## src/hdl/morse_code_translator_unit_defines.svh

```systemverilog
// assertion macros used by the translator back end
`ifndef MORSE_CODE_TRANSLATOR_UNIT_DEFINES_SVH
`define MORSE_CODE_TRANSLATOR_UNIT_DEFINES_SVH

// same-cycle implication, disabled while reset is high
`define MCT_ASSERT_NOW(label, clk, rst, ante, cons, msg) \
   label: assert property (@(posedge clk) disable iff (rst) (ante) |-> (cons)) \
      else $error(msg);

// next-cycle implication, disabled while reset is high
`define MCT_ASSERT_NEXT(label, clk, rst, ante, cons, msg) \
   label: assert property (@(posedge clk) disable iff (rst) (ante) |=> (cons)) \
      else $error(msg);

`endif

```

## src/hdl/mcode_pkg.sv

```systemverilog
// types, constants and code tables of the morse code translator
package mcode_pkg;

   localparam int MAX_SYMBOLS = 4;
   localparam int QUEUE_DEPTH = 2;
   localparam int NUM_LETTERS = 26;

   localparam logic [7:0] CHAR_DOT   = 8'h2E;
   localparam logic [7:0] CHAR_DASH  = 8'h2D;
   localparam logic [7:0] CHAR_SPACE = 8'h20;
   localparam logic [7:0] CHAR_UPPER_A = 8'h41;
   localparam logic [7:0] CHAR_UPPER_Z = 8'h5A;
   localparam logic [7:0] CHAR_LOWER_A = 8'h61;
   localparam logic [7:0] CHAR_LOWER_Z = 8'h7A;
   localparam logic [7:0] CASE_MASK    = 8'hDF;
   localparam logic [7:0] CHAR_BAD     = 8'h00;

   // length in bits 6..4, pattern in bits 3..0, first symbol highest, dash = 1
   localparam logic [6:0] LETTER_CODE [NUM_LETTERS] = '{
      7'h21, 7'h48, 7'h4A, 7'h34, 7'h10, 7'h42, 7'h36, 7'h40, 7'h20, 7'h47,
      7'h35, 7'h44, 7'h23, 7'h22, 7'h37, 7'h46, 7'h4D, 7'h32, 7'h30, 7'h11,
      7'h31, 7'h41, 7'h33, 7'h49, 7'h4B, 7'h4C
   };

   typedef struct packed {
      logic [7:0] char_in;
      logic       line_end;
   } req_type;

   typedef struct packed {
      logic [7:0] char_out;
      logic       bad_code;
      logic       last;
   } rsp_type;

   // one unit of work for the back end
   typedef struct packed {
      logic       encode;   // 1: emit symbols then space, 0: emit one decoded result
      logic [2:0] len;
      logic [3:0] pat;
      logic [7:0] dec_char;
      logic       bad;
   } job_type;

   function automatic logic is_letter(input logic [7:0] c);
      return ((c >= CHAR_UPPER_A) && (c <= CHAR_UPPER_Z)) ||
             ((c >= CHAR_LOWER_A) && (c <= CHAR_LOWER_Z));
   endfunction

   function automatic logic [6:0] encode_letter(input logic [7:0] c);
      logic [7:0] idx;
      idx = (c & CASE_MASK) - CHAR_UPPER_A;
      if (idx > 8'(NUM_LETTERS - 1)) begin
         idx = 8'd0;
      end
      return LETTER_CODE[idx[4:0]];
   endfunction

   // returns {bad, char}
   function automatic logic [8:0] decode_run(input logic [2:0] cnt, input logic [3:0] bits);
      logic       found;
      logic [7:0] ch;
      found = 1'b0;
      ch    = CHAR_BAD;
      if ((cnt >= 3'd1) && (cnt <= 3'(MAX_SYMBOLS))) begin
         for (int i = 0; i < NUM_LETTERS; i++) begin
            if (!found && (LETTER_CODE[i][6:4] == cnt) && (LETTER_CODE[i][3:0] == bits)) begin
               found = 1'b1;
               ch    = CHAR_UPPER_A + 8'(i);
            end
         end
      end
      return {!found, ch};
   endfunction

endpackage

```

## src/hdl/mcode_front.sv

```systemverilog
// front end: line mode tracking, run collection and job classification
module mcode_front
   import mcode_pkg::*;
(
   input  logic    clock,
   input  logic    reset,
   input  logic    accept,
   input  req_type req,
   output logic    job_push,
   output job_type job
);

   logic       line_mode_ff, line_mode_in;
   logic       at_start_ff, at_start_in;
   logic [3:0] bits_ff, bits_in;
   logic [2:0] count_ff, count_in;

   logic       mode_eff;
   logic [3:0] bits_eff, bits_new;
   logic [2:0] count_eff, count_new;
   logic       is_sym;
   logic [6:0] code;
   logic [8:0] dec;
   logic       close;

   always_comb begin
      mode_eff  = at_start_ff ? is_letter(req.char_in) : line_mode_ff;
      bits_eff  = at_start_ff ? 4'd0 : bits_ff;
      count_eff = at_start_ff ? 3'd0 : count_ff;
      is_sym    = (req.char_in == CHAR_DOT) || (req.char_in == CHAR_DASH);

      if (count_eff < 3'(MAX_SYMBOLS)) begin
         bits_new  = {bits_eff[2:0], req.char_in == CHAR_DASH};
         count_new = count_eff + 3'd1;
      end else begin
         bits_new  = bits_eff;
         count_new = 3'(MAX_SYMBOLS + 1);
      end

      code = encode_letter(req.char_in);
      dec  = is_sym ? decode_run(count_new, bits_new) : decode_run(count_eff, bits_eff);

      close = 1'b0;
      job   = '0;
      job_push    = 1'b0;
      line_mode_in = mode_eff;
      bits_in      = bits_eff;
      count_in     = count_eff;

      if (mode_eff) begin
         if (is_letter(req.char_in)) begin
            job_push   = accept;
            job.encode = 1'b1;
            job.len    = code[6:4];
            job.pat    = code[3:0];
         end
      end else begin
         if (is_sym) begin
            bits_in  = bits_new;
            count_in = count_new;
            close    = req.line_end;
         end else begin
            close = (count_eff != 3'd0);
         end
         if (close) begin
            job_push     = accept;
            job.dec_char = dec[7:0];
            job.bad      = dec[8];
            bits_in      = 4'd0;
            count_in     = 3'd0;
         end
      end

      at_start_in = req.line_end;
      if (req.line_end) begin
         bits_in  = 4'd0;
         count_in = 3'd0;
      end
   end

   always_ff @(posedge clock) begin
      if (reset) begin
         line_mode_ff <= 1'b0;
         at_start_ff  <= 1'b1;
         bits_ff      <= 4'd0;
         count_ff     <= 3'd0;
      end else if (accept) begin
         line_mode_ff <= line_mode_in;
         at_start_ff  <= at_start_in;
         bits_ff      <= bits_in;
         count_ff     <= count_in;
      end
   end

endmodule

```

## src/hdl/mcode_queue.sv

```systemverilog
// short job queue between front and back end
module mcode_queue
   import mcode_pkg::*;
#(
   parameter int DEPTH = QUEUE_DEPTH
) (
   input  logic    clock,
   input  logic    reset,
   input  logic    push,
   input  job_type push_data,
   output logic    full,
   input  logic    pop,
   output job_type head,
   output logic    empty
);

   localparam int PTR_W = (DEPTH > 1) ? $clog2(DEPTH) : 1;
   localparam int CNT_W = $clog2(DEPTH + 1);

   job_type            entries_ff [DEPTH];
   logic [PTR_W-1:0]   wr_ptr_ff, wr_ptr_in;
   logic [PTR_W-1:0]   rd_ptr_ff, rd_ptr_in;
   logic [CNT_W-1:0]   count_ff, count_in;

   assign full  = (count_ff == CNT_W'(DEPTH));
   assign empty = (count_ff == '0);
   assign head  = entries_ff[rd_ptr_ff];

   always_comb begin
      wr_ptr_in = (wr_ptr_ff == PTR_W'(DEPTH - 1)) ? '0 : wr_ptr_ff + 1'b1;
      rd_ptr_in = (rd_ptr_ff == PTR_W'(DEPTH - 1)) ? '0 : rd_ptr_ff + 1'b1;
      count_in  = count_ff;
      if (push && !pop) begin
         count_in = count_ff + 1'b1;
      end else if (pop && !push) begin
         count_in = count_ff - 1'b1;
      end
   end

   always_ff @(posedge clock) begin
      if (push) begin
         entries_ff[wr_ptr_ff] <= push_data;
      end
   end

   always_ff @(posedge clock) begin
      if (reset) begin
         wr_ptr_ff <= '0;
         rd_ptr_ff <= '0;
         count_ff  <= '0;
      end else begin
         if (push) begin
            wr_ptr_ff <= wr_ptr_in;
         end
         if (pop) begin
            rd_ptr_ff <= rd_ptr_in;
         end
         count_ff <= count_in;
      end
   end

endmodule

```

## src/hdl/mcode_back.sv

```systemverilog
// back end: steps through a job, one result per transfer
`include "morse_code_translator_unit_defines.svh"
module mcode_back
   import mcode_pkg::*;
(
   input  logic    clock,
   input  logic    reset,
   input  job_type q_head,
   input  logic    q_empty,
   output logic    q_pop,
   output rsp_type rsp,
   output logic    rsp_empty,
   input  logic    rsp_pop
);

   logic       valid_ff, valid_in;
   job_type    job_ff;
   logic [2:0] step_ff, step_in;
   logic [2:0] shift;
   logic       is_last;
   logic       taken;

   always_comb begin
      shift   = job_ff.len - 3'd1 - step_ff;
      is_last = !job_ff.encode || (step_ff == job_ff.len);
      if (job_ff.encode) begin
         if (is_last) begin
            rsp.char_out = CHAR_SPACE;
         end else begin
            rsp.char_out = job_ff.pat[shift[1:0]] ? CHAR_DASH : CHAR_DOT;
         end
         rsp.bad_code = 1'b0;
      end else begin
         rsp.char_out = job_ff.dec_char;
         rsp.bad_code = job_ff.bad;
      end
      rsp.last = is_last;
   end

   assign rsp_empty = !valid_ff;
   assign taken     = valid_ff && rsp_pop;
   assign q_pop     = (!valid_ff || (taken && is_last)) && !q_empty;

   always_comb begin
      valid_in = valid_ff;
      step_in  = step_ff;
      if (q_pop) begin
         valid_in = 1'b1;
         step_in  = 3'd0;
      end else if (taken && is_last) begin
         valid_in = 1'b0;
      end else if (taken) begin
         step_in = step_ff + 3'd1;
      end
   end

   always_ff @(posedge clock) begin
      if (q_pop) begin
         job_ff <= q_head;
      end
   end

   always_ff @(posedge clock) begin
      if (reset) begin
         valid_ff <= 1'b0;
         step_ff  <= 3'd0;
      end else begin
         valid_ff <= valid_in;
         step_ff  <= step_in;
      end
   end

   `MCT_ASSERT_NOW(a_step_in_range, clock, reset, valid_ff && job_ff.encode, step_ff <= job_ff.len, "step past end of encode job")
   `MCT_ASSERT_NOW(a_decode_single, clock, reset, valid_ff && !job_ff.encode, step_ff == 3'd0, "decode job stepped")
   `MCT_ASSERT_NEXT(a_load_starts, clock, reset, q_pop, valid_ff && (step_ff == 3'd0), "loaded job not at first step")

endmodule

```

## src/hdl/morse_code_translator_unit.sv

```systemverilog
// top level of the morse code translator
// the first result passes the job queue and then the back-end register
// throughput: one character per cycle in while the job queue has room; results
//    leave one per cycle while popped, an encoded letter takes 2 to 5 result transfers
// a full job queue stalls the input until the back end takes a job from it
// reset: synchronous active high; clears line state, queue and pending results
module morse_code_translator_unit
   import mcode_pkg::*;
#(
   parameter int QUEUE_DEPTH_P = QUEUE_DEPTH
) (
   input  logic    clock,
   input  logic    reset,
   input  logic    req_push,
   output logic    req_full,
   input  req_type req_data,
   output logic    rsp_empty,
   input  logic    rsp_pop,
   output rsp_type rsp_data
);

   // front to queue
   logic    accept;
   logic    job_push;
   job_type job;

   // queue to back
   logic    q_full;
   logic    q_empty;
   logic    q_pop;
   job_type q_head;

   // a character transfers whenever the queue has room, even if it makes no job
   assign req_full = q_full;
   assign accept   = req_push && !q_full;

   // line mode, run collection, letter lookup
   mcode_front u_front (
      .clock    (clock),
      .reset    (reset),
      .accept   (accept),
      .req      (req_data),
      .job_push (job_push),
      .job      (job)
   );

   // decouples classification from result stepping
   mcode_queue #(
      .DEPTH (QUEUE_DEPTH_P)
   ) u_queue (
      .clock     (clock),
      .reset     (reset),
      .push      (job_push),
      .push_data (job),
      .full      (q_full),
      .pop       (q_pop),
      .head      (q_head),
      .empty     (q_empty)
   );

   // one result per transfer; for a letter, symbols first then the closing space
   mcode_back u_back (
      .clock     (clock),
      .reset     (reset),
      .q_head    (q_head),
      .q_empty   (q_empty),
      .q_pop     (q_pop),
      .rsp       (rsp_data),
      .rsp_empty (rsp_empty),
      .rsp_pop   (rsp_pop)
   );

endmodule
```

## config.mk

```make
export PLATFORM = sky130hd
export DESIGN_NAME = morse_code_translator_unit
export DESIGN_NICKNAME = d
export VERILOG_FILES = /design/src/hdl/mcode_pkg.sv /design/src/hdl/mcode_front.sv /design/src/hdl/mcode_queue.sv /design/src/hdl/mcode_back.sv /design/src/hdl/morse_code_translator_unit.sv
export VERILOG_INCLUDE_DIRS = /design/src /design/src/hdl
export SDC_FILE = /design/constraint.sdc
export NUM_CORES = 1
export LEC_CHECK = 0
export ABC_AREA = 1
export BUFFER_PORTS_ARGS = -buffer_cell sky130_fd_sc_hd__buf_2
export CAP_MARGIN = 20
export CORE_AREA = 2 2 95 97
export DETAILED_ROUTE_END_ITERATION = 12
export DIE_AREA = 0 0 97 99
export GPL_ROUTABILITY_DRIVEN = 0
export PLACE_DENSITY = 0.86
export SYNTH_ARGS = -nofsm -noshare
export SYNTH_HDL_FRONTEND = slang
export SYNTH_SLANG_ARGS = --single-unit
```

## constraint.sdc

```tcl
create_clock -name clock -period 3.3 [get_ports clock]
set_input_delay 0.33 -clock clock [delete_from_list [all_inputs] [get_ports clock]]
set_output_delay 0.33 -clock clock [all_outputs]
set_load 0.01 [all_outputs]
```

==> flow_summary.toml <==
[timing]
tns_ns = 0
min_period_ns = 3.28
worst_pin_slew_ns = 1.04
drv_slew = 0
hold_ws_ns = 0.262
clock_skew_ns = 0.0105
hold_viol = 0
fmax_ghz = 0.305
fin_crit_sh = 0.994
maxSlewHeadroom = 0.302
grt_setup_unrepaired = "true"
setup_viol = 0

[global_route]
grt_pass1_vias = 4241
grt_pass1_wl_mm = 18.2
grt_max_degree = 19
antenna_found_initial = 0
grt.total_usage = 0.228
gr-total-overflow = 0

[floorplanning]
die_area_sq_um = 9600
start_util = 0.549
coreArea_sq_um = 8550
num_rows = 34
fp.dieW_um = 97
io_pins = 25
die_h_um = 99

[power_and_ir_drop]
power.density_nw_per_um2 = 436
leakagePower_nw = 2.54
peakVddDrop_mv = 0.226

[clock_network]
clockBufferDepth = 2
numCtsBuffers = 9
root_buffer = "clkbuf_8"
hold_buffers = 0
cts.sinks = 62
cts_tree = "built"
htreeDepth = 3
clk_pin_slew_ns = 0.07
clock_latency_ns = 0.35

[finish]
drive_gt1_frac = 0.229
fillCellCount = 693
fin_cells = 816
insertedDiodeCount = 0
final_area_sq_um = 5450
final_nets = 732
syn2layout_area_growth_pct = 16.2

[route]
vias = 4597
first_pass_iters = 7
drt_wl_total_mm = 11.7
drc = 0
ant_nets = 0
dr.first_iter.drc_count = 429
routedWlPerCell_um = 14.3
via_per_inst = 5.63

[yosys]
synth_ff_type = "edfxtp_1"
synth_edf_count = 45
synth_area_leaders = "edfxtp_1 29%, nand2_1 12%, inv_1 8.4%, dfxtp_1 7.3%, nor2_1 7.1%"
seq_area_frac_synth = 0.361
synth_area_sq_um = 4690
syn-num-nets = 680
async_reset_ff_frac = 0
yosysWarnings = 0
ys_types = 50
postSynthAreaPerCell_sq_um = 7.21
yosysMostFrequentCell = "nand2_1"
synth-seq-cells = 62
syn_inst = 651
synth_top_area_share = 0.288
synth_largest_area_cell = "edfxtp_1"
synthTopCellsByCount = "148 x nand2_1, 105 x inv_1, 89 x nor2_1"

[worst_setup_path]
worstPathArrival_ns = 3.38
startpoint_type = "flop"
path_class = "flop to flop"
crit_fanout = 5
required_ns = 3.41
crit_path_end_kind = "flop"

[place]
port_buffers = 23
dpl_cell_area_sq_um = 5010
placed_cells = 788
dp_hpwl_mm = 8.45

[worst_hold_path]
hold_class = "input pin to flop"

[run_status]
status = "finished, final reports clean"

[job]
max-cap-violations = 0
## state kept, by name, summed over array words and instances (netlist names)
signal and flops:
u_front.line_mode_ff 1, u_front.at_start_ff 1, u_back.step_ff 3, u_back.valid_ff 1, u_queue.rd_ptr_ff 1, u_back.job_ff 15
u_queue.count_ff 2, u_queue.wr_ptr_ff 1, u_front.count_ff 3, u_queue.entries_ff 30, u_front.bits_ff 4
## logic make-up after synthesis
| kind of cell | Yosys count | share of synthesized area |
|---|---|---|
| compound gates | 89 | 0.118 |
| xor+xnor | 2 | 0.00373 |
| fa+ha+maj | 16 | 0.0427 |
| buf+inv | 127 | 0.107 |
| flops | 62 | 0.361 |
| other cells | 1 | 0.000799 |
| simple gates | 354 | 0.367 |
## per-layer routing
| layer | track usage | wire, um |
|---|---|---|
| met1 | 0.268 | 4420 |
| met2 | 0.408 | 5950 |
| met3 | 0.0532 | 967 |
| met4 | 0.0834 | 371 |
| met5 | 0 | 0 |
## metrics by stage
step                total power [mW]  setup WS [ns]  utilization
detailed placement              1.79         -0.129        0.586
global route                    2.53         -0.146        0.637
floorplan                       1.58         0.0264            -
CTS                             2.36         0.0156        0.606
global placement                1.75         0.0379        0.586
finish                          2.37         0.0213        0.637
## power breakdown
group | switching (mW) | internal [mW] | leakage, nW
clock network | 0.325 | 0.274 | 0.0869
logic | 0.444 | 0.234 | 1.88
registers | 0.0828 | 1.01 | 0.573
## placed cells by master (no fill, tap or decap), types with 4 or more instances in the layout
cell,n
inv_2,11
nand4_1,19
buf_2,23
inv_4,4
dfxtp_1,15
buf_4,27
nand2_4,9
clkbuf_8,9
nand2_2,9
a21oi_1,28
nand3_2,5
nor3_1,21
ha_1,14
o21ai_0,27
edfxtp_1,45
nor2_2,15
a21oi_2,5
nor2_1,80
nand3_1,22
inv_1,102
nand2_1,143
o221ai_1,5
nor2_4,8
or2_2,4
## final cells by class
cell class / count / area [sq um] / share of cell area
tap: 108 / 135 / 0.0248
timing repair buffer: 50 / 318 / 0.0583
clock inverter: 7 / 50.0 / 0.00918
inverter: 118 / 453 / 0.0831
multi-input combinational: 462 / 2680 / 0.491
sequential: 62 / 1690 / 0.311
clock buffer: 9 / 124 / 0.0227
## worst paths after layout
path,startpoint,cells after the start,endpoint,slack (ns)
setup / recovery,u_front.at_start_ff$_SDFFE_PP1P_,23,u_queue.entries_ff[0][7]$_DFFE_PP_,0.02
hold / removal,reset,2,u_front.count_ff[2]$_SDFFE_PP0P_,0.26
setup reg to reg,u_front.at_start_ff$_SDFFE_PP1P_,23,u_queue.entries_ff[0][7]$_DFFE_PP_,0.02
hold reg to reg,u_back.step_ff[2]$_SDFFE_PP0P_,2,u_back.step_ff[2]$_SDFFE_PP0P_,0.47
## critical path, cell delays in order, from the launching register on
cell	delay (ns)
dfxtp_2	0.34
inv_4	0.10
buf_4	0.18
nand2_1	0.12
nand2_1	0.13
o21ai_4	0.11
inv_2	0.12
nor2_1	0.08
nand4_1	0.12
nand4_1	0.13
nor2_2	0.14
nand4_2	0.10
nor2_2	0.18
o2111ai_2	0.13
nor2_1	0.12
nand4_1	0.11
nor2_2	0.16
nand3_1	0.11
a21oi_2	0.11
nand2_1	0.07
nor2_2	0.11
nand4_2	0.13
nand2_2	0.10
nor2_2	0.04
## timing repair
action                                  in CTS  in global routing
pin swaps                                    0                 18
resized for setup                            1                 43
endpoints found under the setup margin       2                 15
buffers inserted                             0                 12
(Power assumes the default switching activity.)
